### src/rtl/core/glr_pkg.sv
package glr_pkg;

  localparam int COORD_W      = 6;
  localparam int LEN2_W       = 2 * COORD_W + 1;
  localparam int OFF_W        = 16;
  localparam int CHAN_W       = 8;
  localparam int NUM_CHAN     = 4;
  localparam int STOP_W       = 48;
  localparam int POS_W        = 16;
  localparam int COUNT_W      = 3;
  localparam int CFG_INDEX_W  = 3;
  localparam int CFG_DATA_W   = 48;
  localparam int QUEUE_DEPTH  = 2;
  localparam int Q_W          = 31;
  localparam int ROOT_W       = 32;
  localparam int NUM_W        = 24;
  localparam int STEP_W       = 5;
  localparam int DIV_STEPS    = 30;
  localparam int SQRT_STEPS   = 16;
  localparam int BLEND_STEPS  = 8;

  localparam int REG_STOP_COUNT = 0;
  localparam int REG_STOP_FIRST = 1;
  localparam int NUM_STOP_REGS  = 4;

  typedef struct packed {
    logic [COORD_W-1:0] x0;
    logic [COORD_W-1:0] y0;
    logic [COORD_W-1:0] x1;
    logic [COORD_W-1:0] y1;
    logic [COORD_W-1:0] dx;
    logic [COORD_W-1:0] dy;
    logic               sx_neg;
    logic               sy_neg;
    logic [LEN2_W-1:0]  len2;
    logic [POS_W-1:0]   region_x;
    logic [POS_W-1:0]   region_y;
  } line_desc_t;

  typedef enum logic [3:0] {
    B_IDLE,
    B_DIST,
    B_DIV,
    B_ROOT_LOAD,
    B_ROOT,
    B_ADV,
    B_PREP,
    B_MUL,
    B_BLEND,
    B_EMIT,
    B_STEP
  } back_state_t;

  function automatic logic [OFF_W-1:0] stop_off(input logic [STOP_W-1:0] s);
    stop_off = s[OFF_W-1:0];
  endfunction

  function automatic logic [CHAN_W-1:0] stop_chan(input logic [STOP_W-1:0] s,
                                                  input logic [1:0] c);
    case (c)
      2'd0:    stop_chan = s[47:40];
      2'd1:    stop_chan = s[39:32];
      2'd2:    stop_chan = s[31:24];
      default: stop_chan = s[23:16];
    endcase
  endfunction

endpackage

### src/rtl/core/glr_front.sv
module glr_front import glr_pkg::*; #(
  parameter int TILE_BITS = 6,
  parameter int NW        = 3
) (
  input  logic                in_valid,
  output logic                in_stall,
  input  logic [COORD_W-1:0]  start_x,
  input  logic [COORD_W-1:0]  start_y,
  input  logic [COORD_W-1:0]  end_x,
  input  logic [COORD_W-1:0]  end_y,
  input  logic [POS_W-1:0]    region_x,
  input  logic [POS_W-1:0]    region_y,
  input  logic [NW-1:0]       n_stops,
  input  logic                q_full,
  output logic                q_push,
  output line_desc_t          q_data
);

  localparam logic [COORD_W-1:0] TMASK = COORD_W'((1 << TILE_BITS) - 1);

  logic [COORD_W-1:0]   x0, y0, x1, y1, dx, dy;
  logic [2*COORD_W-1:0] dx2, dy2;
  logic                 drop;

  assign x0 = start_x & TMASK;
  assign y0 = start_y & TMASK;
  assign x1 = end_x & TMASK;
  assign y1 = end_y & TMASK;

  assign dx  = (x1 > x0) ? x1 - x0 : x0 - x1;
  assign dy  = (y1 > y0) ? y1 - y0 : y0 - y1;
  assign dx2 = {{COORD_W{1'b0}}, dx} * {{COORD_W{1'b0}}, dx};
  assign dy2 = {{COORD_W{1'b0}}, dy} * {{COORD_W{1'b0}}, dy};

  // Lines that draw nothing are taken and dropped here.
  assign drop = (n_stops < NW'(2)) || ((x0 == x1) && (y0 == y1));

  assign in_stall = q_full;
  assign q_push   = in_valid && !q_full && !drop;

  always_comb begin
    q_data.x0       = x0;
    q_data.y0       = y0;
    q_data.x1       = x1;
    q_data.y1       = y1;
    q_data.dx       = dx;
    q_data.dy       = dy;
    q_data.sx_neg   = !(x0 < x1);
    q_data.sy_neg   = !(y0 < y1);
    q_data.len2     = {1'b0, dx2} + {1'b0, dy2};
    q_data.region_x = region_x;
    q_data.region_y = region_y;
  end

endmodule

### src/rtl/core/glr_queue.sv
module glr_queue import glr_pkg::*; (
  input  logic       clk,
  input  logic       rst,
  input  logic       push,
  input  line_desc_t push_data,
  output logic       full,
  input  logic       pop,
  output logic       empty,
  output line_desc_t pop_data
);

  localparam int PW = $clog2(QUEUE_DEPTH);
  localparam int CW = $clog2(QUEUE_DEPTH + 1);

  line_desc_t    slots [QUEUE_DEPTH];
  logic [PW-1:0] wr_ptr, rd_ptr;
  logic [CW-1:0] count;

  assign full     = (count == CW'(QUEUE_DEPTH));
  assign empty    = (count == '0);
  assign pop_data = slots[rd_ptr];

  always_ff @(posedge clk) begin
    if (rst) begin
      wr_ptr <= '0;
      rd_ptr <= '0;
      count  <= '0;
    end else begin
      if (push && !full) begin
        wr_ptr <= (wr_ptr == PW'(QUEUE_DEPTH - 1)) ? '0 : wr_ptr + PW'(1);
      end
      if (pop && !empty) begin
        rd_ptr <= (rd_ptr == PW'(QUEUE_DEPTH - 1)) ? '0 : rd_ptr + PW'(1);
      end
      if ((push && !full) && !(pop && !empty)) begin
        count <= count + CW'(1);
      end else if (!(push && !full) && (pop && !empty)) begin
        count <= count - CW'(1);
      end
    end
  end

  always_ff @(posedge clk) begin
    if (push && !full) begin
      slots[wr_ptr] <= push_data;
    end
  end

endmodule

### src/rtl/core/glr_back.sv
module glr_back import glr_pkg::*; #(
  parameter int MAX_STOPS = 4,
  parameter int NW        = 3
) (
  input  logic                    clk,
  input  logic                    rst,
  input  logic [NW-1:0]           n_stops,
  input  logic [STOP_W-1:0]       stops [MAX_STOPS],
  input  logic                    q_empty,
  output logic                    q_pop,
  input  line_desc_t              q_data,
  output logic                    out_valid,
  input  logic                    out_stall,
  output logic signed [POS_W-1:0] pixel_x,
  output logic signed [POS_W-1:0] pixel_y,
  output logic [CHAN_W-1:0]       red,
  output logic [CHAN_W-1:0]       green,
  output logic [CHAN_W-1:0]       blue,
  output logic [CHAN_W-1:0]       alpha_channel,
  output logic                    last
);

  localparam int IW = $clog2(MAX_STOPS);

  back_state_t state, state_next;
  line_desc_t  line;

  logic [COORD_W-1:0]      cx, cy, ax, ay;
  logic signed [8:0]       err;
  logic [LEN2_W-1:0]       d2, rem;
  logic [LEN2_W:0]         rem2;
  logic [Q_W-1:0]          q, sq_v, sq_bit;
  logic [ROOT_W-1:0]       sq_r, sq_sum;
  logic [STEP_W-1:0]       cnt;
  logic [OFF_W-1:0]        offset;
  logic                    started;
  logic [IW-1:0]           nxt;
  logic [STOP_W-1:0]       prev_stop, cur_stop;
  logic                    adv, at_end, out_load;
  logic signed [16:0]      dd;
  logic signed [17:0]      nn;
  logic [OFF_W-1:0]        dval, nval;
  logic [NUM_W-1:0]        num [NUM_CHAN];
  logic [NUM_W-1:0]        dsh;
  logic [CHAN_W-1:0]       quo [NUM_CHAN];
  logic signed [9:0]       e2, dx_s, dy_s, err_w;

  assign ax     = (cx >= line.x0) ? cx - line.x0 : line.x0 - cx;
  assign ay     = (cy >= line.y0) ? cy - line.y0 : line.y0 - cy;
  assign d2     = LEN2_W'({{COORD_W{1'b0}}, ax} * {{COORD_W{1'b0}}, ax})
                + LEN2_W'({{COORD_W{1'b0}}, ay} * {{COORD_W{1'b0}}, ay});
  assign rem2   = {rem, 1'b0};
  assign sq_sum = sq_r + {1'b0, sq_bit};
  assign offset = sq_r[OFF_W-1:0];
  assign cur_stop = stops[nxt];
  assign adv    = ((NW'(nxt) + NW'(1)) < n_stops) && (offset >= stop_off(cur_stop));
  assign at_end = (cx == line.x1) && (cy == line.y1);
  assign out_load = !out_valid || !out_stall;

  assign dd = signed'({1'b0, stop_off(cur_stop)}) - signed'({1'b0, stop_off(prev_stop)});
  assign nn = signed'({2'b0, offset}) - signed'({2'b0, stop_off(prev_stop)});

  assign e2   = {err, 1'b0};
  assign dx_s = signed'({4'b0, line.dx});
  assign dy_s = signed'({4'b0, line.dy});
  assign err_w = {err[8], err} - ((e2 > -dy_s) ? dy_s : 10'sd0)
               + ((e2 < dx_s) ? dx_s : 10'sd0);

  always_comb begin
    state_next = state;
    unique case (state)
      B_IDLE:      if (!q_empty) state_next = B_DIST;
      B_DIST:      state_next = (d2 >= line.len2) ? B_ROOT_LOAD : B_DIV;
      B_DIV:       if (cnt == STEP_W'(DIV_STEPS - 1)) state_next = B_ROOT_LOAD;
      B_ROOT_LOAD: state_next = B_ROOT;
      B_ROOT:      if (cnt == STEP_W'(SQRT_STEPS - 1)) state_next = B_ADV;
      B_ADV: begin
        if (!adv) state_next = started ? B_PREP : B_STEP;
      end
      B_PREP:      state_next = B_MUL;
      B_MUL:       state_next = B_BLEND;
      B_BLEND:     if (cnt == STEP_W'(BLEND_STEPS - 1)) state_next = B_EMIT;
      B_EMIT:      if (out_load) state_next = B_STEP;
      B_STEP:      state_next = at_end ? B_IDLE : B_DIST;
      default:     state_next = B_IDLE;
    endcase
  end

  always_comb begin
    q_pop = (state == B_IDLE) && !q_empty;
  end

  always_ff @(posedge clk) begin
    if (rst) begin
      state <= B_IDLE;
    end else begin
      state <= state_next;
    end
  end

  always_ff @(posedge clk) begin
    if (rst) begin
      started <= 1'b0;
      nxt     <= '0;
    end else begin
      unique case (state)
        B_IDLE: begin
          started <= 1'b0;
          nxt     <= '0;
        end
        B_ADV: begin
          if (adv) begin
            started <= 1'b1;
            nxt     <= nxt + IW'(1);
          end
        end
        default: ;
      endcase
    end
  end

  always_ff @(posedge clk) begin
    unique case (state)
      B_IDLE: begin
        line <= q_data;
        cx   <= q_data.x0;
        cy   <= q_data.y0;
        err  <= 9'(signed'({3'b0, q_data.dx}) - signed'({3'b0, q_data.dy}));
      end
      B_DIST: begin
        rem <= d2;
        cnt <= '0;
        q   <= (d2 >= line.len2) ? Q_W'(1 << 30) : '0;
      end
      B_DIV: begin
        if (rem2 >= {1'b0, line.len2}) begin
          rem <= LEN2_W'(rem2 - {1'b0, line.len2});
          q   <= {q[Q_W-2:0], 1'b1};
        end else begin
          rem <= rem2[LEN2_W-1:0];
          q   <= {q[Q_W-2:0], 1'b0};
        end
        cnt <= cnt + STEP_W'(1);
      end
      B_ROOT_LOAD: begin
        sq_v   <= q;
        sq_r   <= '0;
        sq_bit <= Q_W'(1 << 30);
        cnt    <= '0;
      end
      B_ROOT: begin
        if ({1'b0, sq_v} >= sq_sum) begin
          sq_v <= Q_W'({1'b0, sq_v} - sq_sum);
          sq_r <= (sq_r >> 1) + {1'b0, sq_bit};
        end else begin
          sq_r <= sq_r >> 1;
        end
        sq_bit <= sq_bit >> 2;
        cnt    <= cnt + STEP_W'(1);
      end
      B_ADV: begin
        if (adv) prev_stop <= cur_stop;
      end
      B_PREP: begin
        if (dd <= 17'sd0) begin
          dval <= OFF_W'(1);
          nval <= OFF_W'(1);
        end else begin
          dval <= dd[OFF_W-1:0];
          if (nn < 18'sd0) begin
            nval <= '0;
          end else if (nn > 18'(dd)) begin
            nval <= dd[OFF_W-1:0];
          end else begin
            nval <= nn[OFF_W-1:0];
          end
        end
      end
      B_MUL: begin
        for (int c = 0; c < NUM_CHAN; c++) begin
          num[c] <= NUM_W'(dval - nval) * NUM_W'(stop_chan(prev_stop, 2'(c)))
                  + NUM_W'(nval) * NUM_W'(stop_chan(cur_stop, 2'(c)));
          quo[c] <= '0;
        end
        dsh <= {1'b0, dval, 7'b0};
        cnt <= '0;
      end
      B_BLEND: begin
        for (int c = 0; c < NUM_CHAN; c++) begin
          if (num[c] >= dsh) begin
            num[c] <= num[c] - dsh;
            quo[c] <= {quo[c][CHAN_W-2:0], 1'b1};
          end else begin
            quo[c] <= {quo[c][CHAN_W-2:0], 1'b0};
          end
        end
        dsh <= dsh >> 1;
        cnt <= cnt + STEP_W'(1);
      end
      B_STEP: begin
        if (!at_end) begin
          err <= err_w[8:0];
          if (e2 > -dy_s) cx <= line.sx_neg ? cx - COORD_W'(1) : cx + COORD_W'(1);
          if (e2 < dx_s)  cy <= line.sy_neg ? cy - COORD_W'(1) : cy + COORD_W'(1);
        end
      end
      default: ;
    endcase
  end

  always_ff @(posedge clk) begin
    if (rst) begin
      out_valid <= 1'b0;
    end else if ((state == B_EMIT) && out_load) begin
      out_valid <= 1'b1;
    end else if (!out_stall) begin
      out_valid <= 1'b0;
    end
  end

  always_ff @(posedge clk) begin
    if ((state == B_EMIT) && out_load) begin
      pixel_x       <= line.region_x + {{(POS_W - COORD_W){1'b0}}, cx};
      pixel_y       <= line.region_y + {{(POS_W - COORD_W){1'b0}}, cy};
      red           <= quo[0];
      green         <= quo[1];
      blue          <= quo[2];
      alpha_channel <= quo[3];
      last          <= at_end;
    end
  end

  a_emit_hold: assert property (@(posedge clk) disable iff (rst)
    (state == B_EMIT && out_valid && out_stall) |=> (state == B_EMIT))
    else $error("pixel emitted while output word still held");

  a_started_index: assert property (@(posedge clk) disable iff (rst)
    started |-> (nxt != '0))
    else $error("blend started without a lower stop");

  a_step_source: assert property (@(posedge clk) disable iff (rst)
    (state == B_STEP) |-> ($past(state) == B_EMIT || $past(state) == B_ADV))
    else $error("walk advanced without finishing the pixel");

endmodule

### src/rtl/core/gradient_line_rasterizer.sv
// The front takes each line word in its accept cycle; drawn lines wait in a two-word queue.
// A drawn pixel passes in the back through a division of distance over length, a square
// root, a color division and the single states DIST, ROOT_LOAD, ADV, PREP, MUL, EMIT and
// STEP, plus a pass through ADV per stop crossed. The end pixel skips the division, and
// a pixel before the first stop skips the color division and is not emitted.
// Synchronous reset clears the control state and stop registers and empties the queue.
module gradient_line_rasterizer import glr_pkg::*; #(
  parameter int MAX_STOPS = 4,
  parameter int TILE_BITS = 6
) (
  input  logic                    clk,
  input  logic                    rst,
  input  logic                    cfg_write_en,
  input  logic [CFG_INDEX_W-1:0]  cfg_index,
  input  logic [CFG_DATA_W-1:0]   cfg_data,
  input  logic                    in_valid,
  output logic                    in_stall,
  input  logic [COORD_W-1:0]      start_x,
  input  logic [COORD_W-1:0]      start_y,
  input  logic [COORD_W-1:0]      end_x,
  input  logic [COORD_W-1:0]      end_y,
  input  logic signed [POS_W-1:0] region_x,
  input  logic signed [POS_W-1:0] region_y,
  output logic                    out_valid,
  input  logic                    out_stall,
  output logic signed [POS_W-1:0] pixel_x,
  output logic signed [POS_W-1:0] pixel_y,
  output logic [CHAN_W-1:0]       red,
  output logic [CHAN_W-1:0]       green,
  output logic [CHAN_W-1:0]       blue,
  output logic [CHAN_W-1:0]       alpha_channel,
  output logic                    last
);

  localparam int NW = $clog2(MAX_STOPS + 1);

  logic [COUNT_W-1:0] stop_count;
  logic [STOP_W-1:0]  stops [MAX_STOPS];
  logic [NW-1:0]      n_stops;
  logic               q_full, q_push, q_empty, q_pop;
  line_desc_t         q_in, q_out;

  always_ff @(posedge clk) begin
    if (rst) begin
      stop_count <= '0;
    end else if (cfg_write_en && cfg_index == CFG_INDEX_W'(REG_STOP_COUNT)) begin
      stop_count <= cfg_data[COUNT_W-1:0];
    end
  end

  for (genvar i = 0; i < MAX_STOPS; i++) begin : g_stop
    if (i < NUM_STOP_REGS) begin : g_reg
      always_ff @(posedge clk) begin
        if (rst) begin
          stops[i] <= '0;
        end else if (cfg_write_en && cfg_index == CFG_INDEX_W'(REG_STOP_FIRST + i)) begin
          stops[i] <= cfg_data[STOP_W-1:0];
        end
      end
    end else begin : g_zero
      assign stops[i] = '0;
    end
  end

  assign n_stops = (32'(stop_count) > MAX_STOPS) ? NW'(MAX_STOPS) : NW'(stop_count);

  glr_front #(
    .TILE_BITS (TILE_BITS),
    .NW        (NW)
  ) u_front (
    .in_valid (in_valid),
    .in_stall (in_stall),
    .start_x  (start_x),
    .start_y  (start_y),
    .end_x    (end_x),
    .end_y    (end_y),
    .region_x (region_x),
    .region_y (region_y),
    .n_stops  (n_stops),
    .q_full   (q_full),
    .q_push   (q_push),
    .q_data   (q_in)
  );

  glr_queue u_queue (
    .clk       (clk),
    .rst       (rst),
    .push      (q_push),
    .push_data (q_in),
    .full      (q_full),
    .pop       (q_pop),
    .empty     (q_empty),
    .pop_data  (q_out)
  );

  glr_back #(
    .MAX_STOPS (MAX_STOPS),
    .NW        (NW)
  ) u_back (
    .clk           (clk),
    .rst           (rst),
    .n_stops       (n_stops),
    .stops         (stops),
    .q_empty       (q_empty),
    .q_pop         (q_pop),
    .q_data        (q_out),
    .out_valid     (out_valid),
    .out_stall     (out_stall),
    .pixel_x       (pixel_x),
    .pixel_y       (pixel_y),
    .red           (red),
    .green         (green),
    .blue          (blue),
    .alpha_channel (alpha_channel),
    .last          (last)
  );

endmodule

### config.mk
export PLATFORM = sky130hd
export DESIGN_NAME = gradient_line_rasterizer
export DESIGN_NICKNAME = d
export VERILOG_FILES = /design/src/rtl/core/glr_pkg.sv /design/src/rtl/core/glr_front.sv /design/src/rtl/core/glr_queue.sv /design/src/rtl/core/glr_back.sv /design/src/rtl/core/gradient_line_rasterizer.sv
export SDC_FILE = /design/constraint.sdc
export NUM_CORES = 2
export LEC_CHECK = 0
export BUFFER_PORTS_ARGS = -buffer_cell sky130_fd_sc_hd__buf_2
export CELL_PAD_IN_SITES_DETAIL_PLACEMENT = 1
export CELL_PAD_IN_SITES_GLOBAL_PLACEMENT = 2
export CORE_MARGIN = 3
export CORE_UTILIZATION = 43
export DETAILED_ROUTE_END_ITERATION = 16
export PLACE_DENSITY_LB_ADDON = 0.1
export RECOVER_POWER = 100
export SYNTH_ARGS = -nofsm -noshare
export SYNTH_HDL_FRONTEND = slang
export SYNTH_HIERARCHICAL = 1
export SYNTH_SLANG_ARGS = --single-unit
### constraint.sdc
create_clock -name clk -period 10.86 [get_ports clk]
set_input_delay 1.629 -clock clk [delete_from_list [all_inputs] [get_ports clk]]
set_output_delay 1.629 -clock clk [all_outputs]
set_load 0.03 [all_outputs]
==> out/results.ini <==
[grt]
grt_pass1_vias=67200
grt_remaining_overflow=0
grt_pass1_wl_um=402000
busiest_layer=met2
use_met3_pct=3.68
grt_use_total_pct=24.8
use_met2_pct=39.5
antenna_found_initial=21
grtUsageMet1_pct=35.2
grt_max_degree=154

[setup_path]
crit_top_cell=fa_1
critPathBufInv=4
arrival_ns=10.60
crit_path_top_delay_cell=xnor2_1
worstPathMaxFanout=9
end_kind=flip-flop
crit_required_ns=11.33
crit_type=reg -> reg
max_stage_delay_ns=1.33
cp-start-kind=flip-flop
crit_family=adder cells

[run]
cap_violations=34

[synthesis]
ys_warn_count=6
synthTopCellsByArea=edfxtp_1 (24%), fa_1 (23%), ha_1 (9.7%)
synth_edf_count=694
seq_area_frac_synth_pct=28.5
ys_types=101
syn_nets=10500
synth.top_cell.area_share_pct=23.7
syn_area_per_cell_um2=10.1
synth-seq-cells=902
synth-async-reset-ratio_pct=0
yosys.area.top_type=edfxtp_1
synthFlopType=edfxtp_1
synth_cells=8686
synth_commonest_cells=inv_1 (1327), fa_1 (1008), nand2_1 (968)
yosysMostFrequentCell=inv_1
syn_area_um2=87900

[die]
die-width_um=458
rows=165
die_h_um=458
initial_core_util_pct=43.3
die_area_um2=210000
pin_count=179
core_area_um2=203000

[sta]
skew_ns=0.0753
slew_headroom_pct=-195
slew_viol_final=1334
fmax_ghz=0.0987
final_hold_viol_count=0
min_period_ns=10.13
rsz0062_at_grt=no
finalSetupViolations=0
worst_slew_pin_slew_ns=4.42
setup_tns_ns=0
finalCritPeriodShare_pct=93.3

[min_path]
min_path_type=reg -> reg

[route]
wl_um=258000
drc=0
drt_iter0_markers=3707
dr_total_vias=61600
final_antenna_net_count=0
viasPerCell=5.37
drt-pass1-iter-count=5
routedWlPerCell_um=22.5

[clock_network]
post-cts-setup-buffers=0
htree_num_levels=3
worstSkewPairLatency_ns=0.80
clockBufferDepth=3
cts_sinks=902
root_buffer=clkbuf_16
post_cts_resized=0
cts_inserted_buffers=111
clkTransAtPathRegs_ns=0.06
cts_tree=done
cts_hold_buf=0

[outcome]
status=complete, but fails checks
violations=capacitance limit, slew limit

[cells_and_area]
drive_above_1_share_pct=5.77
areaGrowthSynthToFinish_pct=7.98
final_net_count=10500

[placement]
port-buffer-count=178
dp_hpwl_um=195000
routabilityCongestion=0.860

-- logic make-up (layout without fill, tap and decap cells) --
family,count (synthesis),count (layout),synth area share (%)
simple gates,2463,2463,13.8
buf+inv,1723,1824,7.78
fa+ha+maj,1686,1686,32.6
compound gates,1107,1107,7.93
flops,902,902,28.5
xor+xnor,421,421,4.22
mux,384,384,5.21
other cells,0,8,0
-- worst register-to-register path: cells and delay by family, from the launching register on --
family | cells | cell delay (ns)
xor+xnor | 2 | 1.49
fa+ha+maj | 8 | 3.78
simple gates | 3 | 0.57
compound gates | 12 | 3.00
flops | 1 | 0.40
buf+inv | 4 | 0.63
-- worst paths after layout --
kind,to,depth (start not counted),slack [ns],startpoint
min reg2reg,u_back/blue[7],0,0.41,u_back/quo[2][7]
max reg2reg,u_back/num[1][23],29,0.73,u_back/dval[2]
min,u_back/blue[7],0,0.41,u_back/quo[2][7]
max,u_back/num[1][23],29,0.73,u_back/dval[2]
-- stage by stage --
stage / utilization (%) / setup slack (ns) / cells / cell area (um^2) / hold slack (ns)
2_1_floorplan: - / 2.62 / 8686 / 87900 / 0.400
3_3_place_gp: 45.1 / 1.26 / 11200 / 91400 / 0.402
3_5_place_dp: 45.1 / 1.28 / 11200 / 91400 / 0.406
4_1_cts: 47.0 / 1.14 / 11500 / 95300 / 0.419
5_1_grt: 46.8 / 0.210 / 11500 / 94900 / 0.415
6_report: 46.8 / 0.733 / 11500 / 94900 / 0.415
-- placed cells by master, fill, tap and decap left out, types with 13 or more instances in the layout --
master and instances:
o21a_1 55, o211ai_1 20, mux2_2 55, clkbuf_16 114, edfxtp_1 694, a31oi_1 41
or2_2 22, ha_1 678, or3_1 33, clkinv_2 21, mux4_2 48, buf_2 66
xor2_1 136, clkbuf_1 165, mux2_1 41, buf_4 67, nand2_1 968, nand3_1 54
dfxtp_1 207, and2_1 366, xnor2_1 275, nand2b_1 314, mux2i_1 239, o21ai_0 296
fa_1 1007, a21o_1 117, inv_1 1325, o31ai_1 23, nor4_1 14, a211oi_1 33
a21oi_1 336, nor2b_1 88, and2_0 21, bufinv_16 14, nor3_1 54, o21bai_1 46
and3_1 97, nor2_1 334, nand4_1 46, a31o_2 13
-- layout make-up --
class                   instances  area [um^2]
flip-flops and latches        902        25000
multi-input cells            6061        56100
fillers                     22500       108000
inverters                    1328         4990
clock buffers                 135         2970
clock inverters                76          968
well taps                    2672         3340
diodes                          8         20.0
repair buffers                285         1440
-- sequential cells by signal, summed over array words and instances (netlist names), 16 cells and up, named ones only --
name	flops
u_back/num	96
u_back/prev_stop	48
u_back/dsh	23
u_back/line	71
u_back/sq_bit	16
u_back/nval	16
stops	192
u_back/dval	16
u_back/sq_v	31
u_back/q	31
u_back/pixel_x	16
u_queue/slots	166
u_back/pixel_y	16
u_back/quo	32
u_back/sq_r	32
-- per-layer routing --
metal	vias up	wire, um
li1	28300	-
met2	1160	118000
met1	31800	120000
met4	6	7490
met3	280	12800
met5	-	40
Power is not shown: default switching activity piles up to over one toggle a cycle in this logic, so the estimate is an artifact.
